File: src/sv/b64e_pkg.sv
// package: group type, queue sizing and base64 alphabet lookup
`default_nettype none

package b64e_pkg;

  localparam int unsigned QDEPTH = 2;
  localparam int unsigned QPTR_W = 1;
  localparam int unsigned QCNT_W = 2;

  localparam logic [7:0] PAD_CHAR   = 8'h3D;
  localparam logic [7:0] PLUS_CHAR  = 8'h2B;
  localparam logic [7:0] SLASH_CHAR = 8'h2F;
  localparam logic [7:0] UPPER_BASE = 8'h41;
  localparam logic [7:0] LOWER_BASE = 8'h61;
  localparam logic [7:0] DIGIT_BASE = 8'h30;

  typedef struct packed {
    logic [5:0] sx0;
    logic [5:0] sx1;
    logic [5:0] sx2;
    logic [5:0] sx3;
    logic [1:0] npad;
  } group_t;

  typedef struct packed {
    logic full;
    logic empty;
  } q_status_t;

  function automatic logic [7:0] sextet_char(input logic [5:0] v);
    logic [7:0] w;
    logic [7:0] c;
    w = {2'b00, v};
    priority if (v < 6'd26) begin
      c = 8'(UPPER_BASE + w);
    end else if (v < 6'd52) begin
      c = 8'(LOWER_BASE + w - 8'd26);
    end else if (v < 6'd62) begin
      c = 8'(DIGIT_BASE + w - 8'd52);
    end else if (v == 6'd62) begin
      c = PLUS_CHAR;
    end else begin
      c = SLASH_CHAR;
    end
    return c;
  endfunction

endpackage

`default_nettype wire

File: src/sv/b64e_front.sv
// front end: collects bytes into groups and pushes finished groups into the queue
`default_nettype none

module b64e_front (
  input  wire logic              clk,
  input  wire logic              rst,
  input  wire logic              in_valid,
  output logic                   in_ready,
  input  wire logic [7:0]        data_byte,
  input  wire logic              flush,
  input  wire b64e_pkg::q_status_t q_status,
  output logic                   push,
  output b64e_pkg::group_t       push_group
);

  logic [7:0] b0;
  logic [7:0] b1;
  logic [1:0] count;
  logic [1:0] count_next;
  logic       accept;

  assign in_ready = !q_status.full;
  assign accept   = in_valid && in_ready;

  always_comb begin
    push       = 1'b0;
    count_next = count;
    push_group.sx0  = b0[7:2];
    push_group.sx1  = {b0[1:0], b1[7:4]};
    push_group.sx2  = {b1[3:0], data_byte[7:6]};
    push_group.sx3  = data_byte[5:0];
    push_group.npad = 2'd0;
    if (accept) begin
      if (flush) begin
        count_next = 2'd0;
        push       = (count != 2'd0);
        if (count == 2'd1) begin
          push_group.sx1  = {b0[1:0], 4'b0000};
          push_group.npad = 2'd2;
        end else begin
          push_group.sx2  = {b1[3:0], 2'b00};
          push_group.npad = 2'd1;
        end
      end else if (count == 2'd2) begin
        count_next = 2'd0;
        push       = 1'b1;
      end else begin
        count_next = 2'(count + 2'd1);
      end
    end
  end

  always_ff @(posedge clk) begin
    if (rst) begin
      count <= 2'd0;
    end else begin
      count <= count_next;
    end
  end

  always_ff @(posedge clk) begin
    if (accept && !flush && count == 2'd0) begin
      b0 <= data_byte;
    end
    if (accept && !flush && count == 2'd1) begin
      b1 <= data_byte;
    end
  end

  assert property (@(posedge clk) disable iff (rst) count != 2'd3)
    else $error("pending count out of range");

  assert property (@(posedge clk) disable iff (rst) push |-> accept)
    else $error("group pushed without a request");

  assert property (@(posedge clk) disable iff (rst)
    (accept && flush) |=> (count == 2'd0))
    else $error("flush did not clear pending count");

endmodule

`default_nettype wire

File: src/sv/b64e_queue.sv
// two-entry queue of groups between front and back ends
`default_nettype none

module b64e_queue (
  input  wire logic                clk,
  input  wire logic                rst,
  input  wire logic                push,
  input  wire b64e_pkg::group_t    push_group,
  input  wire logic                pop,
  output b64e_pkg::group_t         head,
  output b64e_pkg::q_status_t      status
);

  b64e_pkg::group_t mem [b64e_pkg::QDEPTH];
  logic [b64e_pkg::QPTR_W-1:0] wr_ptr;
  logic [b64e_pkg::QPTR_W-1:0] rd_ptr;
  logic [b64e_pkg::QCNT_W-1:0] count;

  assign head         = mem[rd_ptr];
  assign status.full  = (count == b64e_pkg::QCNT_W'(b64e_pkg::QDEPTH));
  assign status.empty = (count == '0);

  always_ff @(posedge clk) begin
    if (rst) begin
      wr_ptr <= '0;
      rd_ptr <= '0;
      count  <= '0;
    end else begin
      if (push) begin
        wr_ptr <= wr_ptr + 1'b1;
      end
      if (pop) begin
        rd_ptr <= rd_ptr + 1'b1;
      end
      unique case ({push, pop})
        2'b10:   count <= count + b64e_pkg::QCNT_W'(1);
        2'b01:   count <= count - b64e_pkg::QCNT_W'(1);
        default: count <= count;
      endcase
    end
  end

  always_ff @(posedge clk) begin
    if (push) begin
      mem[wr_ptr] <= push_group;
    end
  end

  assert property (@(posedge clk) disable iff (rst) push |-> !status.full)
    else $error("push into full queue");

  assert property (@(posedge clk) disable iff (rst) pop |-> !status.empty)
    else $error("pop from empty queue");

  assert property (@(posedge clk) disable iff (rst)
    count <= b64e_pkg::QCNT_W'(b64e_pkg::QDEPTH))
    else $error("queue count overflow");

endmodule

`default_nettype wire

File: src/sv/b64e_back.sv
// back end: turns queued groups into four registered characters each
`default_nettype none

module b64e_back (
  input  wire logic                clk,
  input  wire logic                rst,
  input  wire b64e_pkg::group_t    head,
  input  wire b64e_pkg::q_status_t q_status,
  output logic                     pop,
  output logic                     out_valid,
  input  wire logic                out_ready,
  output logic [7:0]               out_char,
  output logic                     last
);

  logic [1:0] idx;
  logic       load;
  logic [5:0] sx;
  logic [7:0] char_next;
  logic       is_pad;

  assign load = !q_status.empty && (!out_valid || out_ready);
  assign pop  = load && (idx == 2'd3);

  always_comb begin
    unique case (idx)
      2'd0: sx = head.sx0;
      2'd1: sx = head.sx1;
      2'd2: sx = head.sx2;
      2'd3: sx = head.sx3;
    endcase
    is_pad    = ({1'b0, idx} >= 3'(3'd4 - {1'b0, head.npad}));
    char_next = is_pad ? b64e_pkg::PAD_CHAR : b64e_pkg::sextet_char(sx);
  end

  always_ff @(posedge clk) begin
    if (rst) begin
      idx       <= 2'd0;
      out_valid <= 1'b0;
    end else begin
      if (load) begin
        idx       <= idx + 2'd1;
        out_valid <= 1'b1;
      end else if (out_ready) begin
        out_valid <= 1'b0;
      end
    end
  end

  always_ff @(posedge clk) begin
    if (load) begin
      out_char <= char_next;
      last     <= (idx == 2'd3);
    end
  end

  assert property (@(posedge clk) disable iff (rst) load |=> out_valid)
    else $error("loaded character not presented");

  assert property (@(posedge clk) disable iff (rst) pop |=> (idx == 2'd0))
    else $error("character index not realigned after group");

  assert property (@(posedge clk) disable iff (rst)
    (load && idx == 2'd0) |-> (head.npad != 2'd3))
    else $error("invalid pad count in group");

endmodule

`default_nettype wire

File: src/sv/base64_stream_encoder.sv
// top level: streaming base64 encoder, front end, group queue and character back end
// Streaming RFC 4648 Base64 encoder. Each input request carries one byte, or a flush
// mark that ends the data and emits the padded final group if bytes are pending. Input
// requests are accepted while the two-group queue has room; the character back end
// sends one character per cycle while a group is queued and the receiver is ready, so
// each group of three bytes becomes four characters and the sustained rate is set by
// the single-character output register. The last flag marks the fourth character.
`default_nettype none

module base64_stream_encoder (
  input  wire logic       clk,
  input  wire logic       rst,
  input  wire logic       in_valid,
  output logic            in_ready,
  input  wire logic [7:0] data_byte,
  input  wire logic       flush,
  output logic            out_valid,
  input  wire logic       out_ready,
  output logic [7:0]      out_char,
  output logic            last
);

  b64e_pkg::q_status_t q_status;
  b64e_pkg::group_t    push_group;
  b64e_pkg::group_t    head;
  logic                push;
  logic                pop;

  b64e_front u_front (
    .clk        (clk),
    .rst        (rst),
    .in_valid   (in_valid),
    .in_ready   (in_ready),
    .data_byte  (data_byte),
    .flush      (flush),
    .q_status   (q_status),
    .push       (push),
    .push_group (push_group)
  );

  b64e_queue u_queue (
    .clk        (clk),
    .rst        (rst),
    .push       (push),
    .push_group (push_group),
    .pop        (pop),
    .head       (head),
    .status     (q_status)
  );

  b64e_back u_back (
    .clk       (clk),
    .rst       (rst),
    .head      (head),
    .q_status  (q_status),
    .pop       (pop),
    .out_valid (out_valid),
    .out_ready (out_ready),
    .out_char  (out_char),
    .last      (last)
  );

endmodule

`default_nettype wire

File: config.mk
export PLATFORM = sky130hd
export DESIGN_NAME = base64_stream_encoder
export DESIGN_NICKNAME = d
export VERILOG_FILES = /design/src/sv/b64e_pkg.sv /design/src/sv/b64e_front.sv /design/src/sv/b64e_queue.sv /design/src/sv/b64e_back.sv /design/src/sv/base64_stream_encoder.sv
export SDC_FILE = /design/constraint.sdc
export NUM_CORES = 1
export LEC_CHECK = 0
export BUFFER_PORTS_ARGS = -buffer_cell sky130_fd_sc_hd__buf_2
export CAP_MARGIN = 20
export CORE_MARGIN = 2
export CORE_UTILIZATION = 60
export DETAILED_ROUTE_END_ITERATION = 10
export GPL_TIMING_DRIVEN = 0
export PLACE_DENSITY = 0.84
export SYNTH_ARGS = -nofsm -noshare
export SYNTH_HDL_FRONTEND = slang
export SYNTH_SLANG_ARGS = --single-unit
File: constraint.sdc
create_clock -name clk -period 3.9 [get_ports clk]
set_input_delay 0.585 -clock clk [delete_from_list [all_inputs] [get_ports clk]]
set_output_delay 0.585 -clock clk [all_outputs]
set_load 0.02 [all_outputs]
==> impl_metrics.ini, run 1 <==
[yosys]
synth_most_common_cell = edfxtp_1
yosys.area.top_type_share_pct = 60.1
synth_simple_gate_area_share_pct = 11.0
synth_area_leaders = edfxtp_1, dfxtp_1, ha_1
synth_ff_type = edfxtp_1
ys_seq_area_share_pct = 65.3
synthTopCellsByCount = edfxtp_1, nand2_1, nor2_1
synthAdderAreaFrac_pct = 5.20
synth_mux_area_share_pct = 2.99
synth-compound-area-share_pct = 11.2
syn_area_per_cell_um2 = 13.8
syn-instance-count = 278
synth_top_family_by_area = compound AO/OA/AOI/OAI gates
ys_types = 55
synthXorXnorAreaFrac_pct = 1.59
netlist_area_um2 = 3850
synth_warnings = 0
yosys.area.top_type = edfxtp_1
synth_fp_nets = 307
ys_ff_latch = 87
async_flop_share_pct = 0
synth_edf_count = 77

[die]
dieArea_um2 = 7070
start_util_pct = 61.3
dieWidth_um = 84.1
fp.dieH_um = 84.1
core_area_um2 = 6280
fp-row-count = 29
num_io_pins = 24

[cts]
clk_pin_slew_ps = 90
cts_setup_buffers = 0
cts_buffer_depth = 2
holdBufCountCts = 0
cts_tree = done
ctsRootBufferMaster = clkbuf_8
clkLatencyLatePin_ps = 360
clock-sinks = 87
cts_resized = 0
htreeDepth = 3
cts_buffers = 9

[placed_design]
port_buffers = 22
globalplace.congestion = 0.896
place_hpwl_um = 5210
placed_area_um2 = 4120

[outcome]
status = complete, no violations

[final_layout]
antennaDiodeCount = 0
layout-drive-gt1-share_pct = 19.7
fin_area_um2 = 4310
fin_nets = 344
syn2layout_area_growth_pct = 12.0

[hold_path]
min_to = u_front.b1[6]
holdCritStartpoint = data_byte[6]
hold_path.class = in -> reg
hold_path_depth = 1

[critical_path]
start_kind = register
arrival_ps = 3700
regToRegStartpoint = u_back.idx[0]
worstSetupEndpointType = register
r2r-end = u_back.out_char[2]
critical_path_class = reg -> reg
critPathRequiredTime_ps = 4000
path_max_fanout = 11
r2r_setup_slack_ps = 300
worstRegToRegCells = 12

[power_and_ir_drop]
p_int_mw = 1.32
cellPowerDensity_nw_per_um2 = 409
sw_frac_of_total_pct = 25.0
combPwrFrac_pct = 7.4
clockPowerShare_pct = 33.9
ir_drop_v = 0.000343
p_switching_uw = 441
seqPwrFrac_pct = 58.7
power.leakage_nw = 1.50
total_power_mw = 1.76

[sta]
finalSetupTns_ps = 0
slew-limit-headroom_pct = 43.8
hold_viol = 0
rsz0062_at_grt = false
tightest_slew_ps = 842
slew_violations = 0
finalCritPeriodShare_pct = 92.3
fin_skew_ps = 10.9
fin_hold_ws_ps = 424
fin_crit_ps = 3600
fmax_mhz = 278
setup_viol = 0

[drt]
ant_nets = 0
drc = 0
drtPass1Iterations = 5
drt_wl_total_um = 7140
vias = 2380
vias_per_cell = 5.99
drt_iter0_drc = 123
wl_per_cell_um = 18.0

[job]
drv_cap = 0

[global_route]
grt-ovfl-total = 0
met2_usage_pct = 38.2
top_usage_layer = met2
antenna_found_initial = 0
grt_max_degree = 19
grt_pass1_wl_um = 11800
grt_use_met1_pct = 26.3
grtUsageTotal_pct = 21.9
first_global_vias = 2485
grt_util_met3_pct = 4.55
==> kinds of logic after synthesis <==
kind of cell / count (synthesis)
xor gates and xnor gates: 7
AOI/OAI and AO/OA: 50
adders and majority gates: 16
DFF: 87
muxes: 10
buffers and inverters: 24
and+or+nand+nor: 84
==> worst max path at each step <==
stage                             start                  to  slack (ps)  cells past startpoint
final                     u_back.idx[0]  u_back.out_char[2]         300                     12
after global routing      u_back.idx[1]  u_back.out_char[0]          60                     12
after CTS                 u_back.idx[0]  u_back.out_char[2]         340                     12
after detailed placement  u_back.idx[0]  u_back.out_char[2]         380                     12
after global placement    u_back.idx[0]  u_back.out_char[0]         470                     12
after floorplan           u_back.idx[1]  u_back.out_char[0]         970                     13
==> cells in the final DEF, fill, tap and decap left out, types with 8 or more instances in the layout <==
cell,n
ha_1,16
edfxtp_1,77
nand2_1,19
nand3_1,9
dfxtp_1,10
buf_2,26
inv_1,14
nor2_1,17
a21oi_1,8
and2_1,9
clkbuf_8,9
==> through the flow <==
step | cells | setup WS, ps | util (%)
after global placement | 377 | 474 | 64.6
final | 397 | 299 | 68.7
after global routing | 397 | 60.3 | 68.7
after CTS | 397 | 340 | 68.7
after floorplan | 278 | 970 | -
after detailed placement | 381 | 382 | 65.7
==> state kept, by name, summed over array words and instances, names as in the netlist, named ones only <==
name / count
u_back.idx: 2
u_back.last: 1
u_back.out_char: 8
u_back.out_valid: 1
u_front.b0: 8
u_front.b1: 8
u_front.count: 2
u_queue.count: 2
u_queue.mem: 52
u_queue.rd_ptr: 1
u_queue.wr_ptr: 1
==> power by group through the flow <==
stage / combinational, mW / clock (mW) / sequential (mW)
global placement: 0.120 / 0 / 1.06
global route: 0.144 / 0.641 / 1.04
floorplan: 0.0881 / 0 / 1.06
CTS: 0.129 / 0.608 / 1.04
finish: 0.131 / 0.598 / 1.04
detailed placement: 0.129 / 0 / 1.06
==> worst max-delay path, stage by stage, from the launching register on <==
cell       delay, ps
dfxtp_1          430
inv_1            110
ha_1             330
nor2b_1          420
nand3_1          160
nand3_1          190
buf_2            280
ha_1             230
nand2b_1         260
a31oi_2          150
a21o_1           210
a2111oi_0        380
o21ai_0          170
==> cell type report <==
cell class                      count  area, um2
Clock inverter                      7       63.8
Clock buffer                        9        124
Multi-Input combinational cell    167       1240
Timing Repair Buffer               26        165
Inverter                           15       56.3
Tap cell                           77       96.3
Fill cell                         433       1970
Buffer                              9       51.3
Sequential cell                    87       2510
==> routing by layer <==
metal  vias to the layer above  routed length [um]
met3                        13                 350
met4                         0                 114
met1                      1148                2940
met2                        87                3740
li1                       1132                   -
met5                         -                   0
No activity file was read; power rests on OpenSTA's default activity.
==> run 2, diff against run 1 <==
--- a/config.mk
+++ b/config.mk
@@ -7,8 +7,10 @@
 export LEC_CHECK = 0
 export BUFFER_PORTS_ARGS = -buffer_cell sky130_fd_sc_hd__buf_2
 export CAP_MARGIN = 20
+export CELL_PAD_IN_SITES_DETAIL_PLACEMENT = 0
+export CELL_PAD_IN_SITES_GLOBAL_PLACEMENT = 1
 export CORE_MARGIN = 2
-export CORE_UTILIZATION = 60
+export CORE_UTILIZATION = 50
 export DETAILED_ROUTE_END_ITERATION = 10
 export GPL_TIMING_DRIVEN = 0
 export PLACE_DENSITY = 0.84
==> impl_metrics.ini, run 2 (synthesized netlist as in run 1, its figures left out) <==
[drt]
ant_nets = 0
drtPass1Iterations = 4
vias = 2299
vias_per_cell = 5.49
wl_per_cell_um = 16.3
drc = 0
drt_wl_total_um = 6850
drt_iter0_drc = 161

[placed_design]
globalplace.congestion = 0.859
dp_slack_ps = 372
place_hpwl_um = 4880
port_buffers = 22

[sta]
hold_viol = 0
slew-limit-headroom_pct = 49.9
setup_viol = 0
tightest_slew_ps = 750
rsz0062_at_grt = false
setup_ws_ps = 339
fmax_mhz = 281
slew_violations = 0
fin_skew_ps = 10.8
finalSetupTns_ps = 0
finalCritPeriodShare_pct = 91.3
fin_crit_ps = 3560

[critical_path]
max_stage_delay_ps = 440
critPathLaunch = u_back.idx[1]
slowest_stage = a31oi_2
worstRegToRegCells = 12
arrival_ps = 3680
critPathCapture = u_back.out_char[0]
cp_cell_sequence = inv_1, ha_1, buf_4, a222oi_1, a22oi_1, nand2_1, inv_1, ha_1, and2_1, a31oi_2, a21oi_1, a311o_1
critical_path_class = reg -> reg
worstSetupEndpointType = register
start_kind = register
r2r_setup_slack_ps = 340
critPathTopFamily = compound AO/OA/AOI/OAI gates
r2r-end = u_back.out_char[0]
regToRegStartpoint = u_back.idx[1]
critPathRequiredTime_ps = 4010
path_buf_inv = 3
worstSetupPathDepth = 12
path_max_fanout = 10

[cts]
clk_pin_slew_ps = 90
htreeDepth = 3
clock-sinks = 87
clkLatencyLatePin_ps = 360
cts_tree = done
cts_buffers = 9
ctsRootBufferMaster = clkbuf_8
cts_buffer_depth = 2

[job]
drv_cap = 0

[global_route]
first_global_vias = 2245
grt_pass1_wl_um = 11200
grt-ovfl-total = 0
antenna_found_initial = 0
grtUsageTotal_pct = 17.5
grt_max_degree = 18

[final_layout]
largest_reg_flops = 52
largest_register = u_queue.mem
final_common_cell = edfxtp_1
syn2layout_area_growth_pct = 13.3
most-common-layout-cells = edfxtp_1, buf_2, nand2_1, nor2_1, ha_1
fin_nets = 344
layout-drive-gt1-share_pct = 20.0
antennaDiodeCount = 0

[die]
start_util_pct = 52.2
num_io_pins = 24
fp.dieH_um = 91.8
fp-row-count = 31
core_area_um2 = 7370
dieArea_um2 = 8420
dieWidth_um = 91.8

[power_and_ir_drop]
clockPowerShare_pct = 36.2
combPwrFrac_pct = 7.1
power.leakage_nw = 1.51
sw_frac_of_total_pct = 23.9
p_int_mw = 1.39
ir_drop_v = 0.000386
p_switching_uw = 437
cellPowerDensity_nw_per_um2 = 419
total_power_mw = 1.83
seqPwrFrac_pct = 56.7

[hold_path]
hold_path.class = in -> reg

[outcome]
status = complete, no violations
run 2: changes by cell type in the layout (fill, tap and decap cells not counted), sizes merged:
cell / before / now
bufinv: 0 / 1
clkinv: 1 / 0
clkinvlp: 2 / 1
inv: 19 / 20
run 2: timing repair:
item,CTS,global route
endpoints found under the hold margin,0,0
hold buffers,0,0
buffers inserted,0,0
endpoints found under the setup margin,0,1
gates resized for setup,0,1
run 2: area by class of cell:
cell class,instances,area [um2]
Fill cell,606,3010
Clock buffer,9,124
Timing Repair Buffer,26,165
Multi-Input combinational cell,167,1240
Clock inverter,7,86.3
Buffer,9,51.3
Tap cell,99,124
Inverter,15,56.3
Sequential cell,87,2510
run 2: power by group through the flow:
stage,sequential [mW],clock (mW),combinational (mW)
global route,1.04,0.716,0.145
global placement,1.06,0,0.124
finish,1.03,0.662,0.130
CTS,1.04,0.675,0.131
floorplan,1.06,0,0.0881
detailed placement,1.06,0,0.130
run 2: metal layers:
layer	vias to the layer above	global-route usage, %	wire, um
met2	58	28.2	3280
met3	10	3.70	329
met4	0	6.84	113
met5	-	0	0
li1	1129	-	-
met1	1102	23.4	3130
run 2: worst reg2reg max path, cell delays in order, from the launching register on:
cell and delay, ps:
dfxtp_1 420, inv_1 90, ha_1 230, buf_4 190, a222oi_1 410, a22oi_1 160
nand2_1 300, inv_1 160, ha_1 270, and2_1 200, a31oi_2 440, a21oi_1 130
a311o_1 320
run 2: stage by stage:
step,cell area (um2),util [%],hold slack (ps),cells
3_5_place_dp,4150,56.3,430,403
6_report,4360,59.2,423,419
4_1_cts,4360,59.2,410,419
5_1_grt,4360,59.2,409,419
3_3_place_gp,4080,55.4,424,399
2_1_floorplan,3850,-,421,278
run 2: worst min-delay path by stage:
| stage | start | to | slack [ps] | depth (start not counted) |
|---|---|---|---|---|
| global route | data_byte[6] | u_front.b0[6] | 410 | 1 |
| finish | data_byte[6] | u_front.b1[6] | 420 | 1 |
| CTS | data_byte[6] | u_front.b1[6] | 410 | 1 |
| detailed placement | u_front.b1[3] | u_queue.mem[0][13] | 430 | 0 |
| global placement | u_front.b0[5] | u_queue.mem[0][23] | 420 | 0 |
| floorplan | u_front.b1[0] | u_queue.mem[0][10] | 420 | 0 |
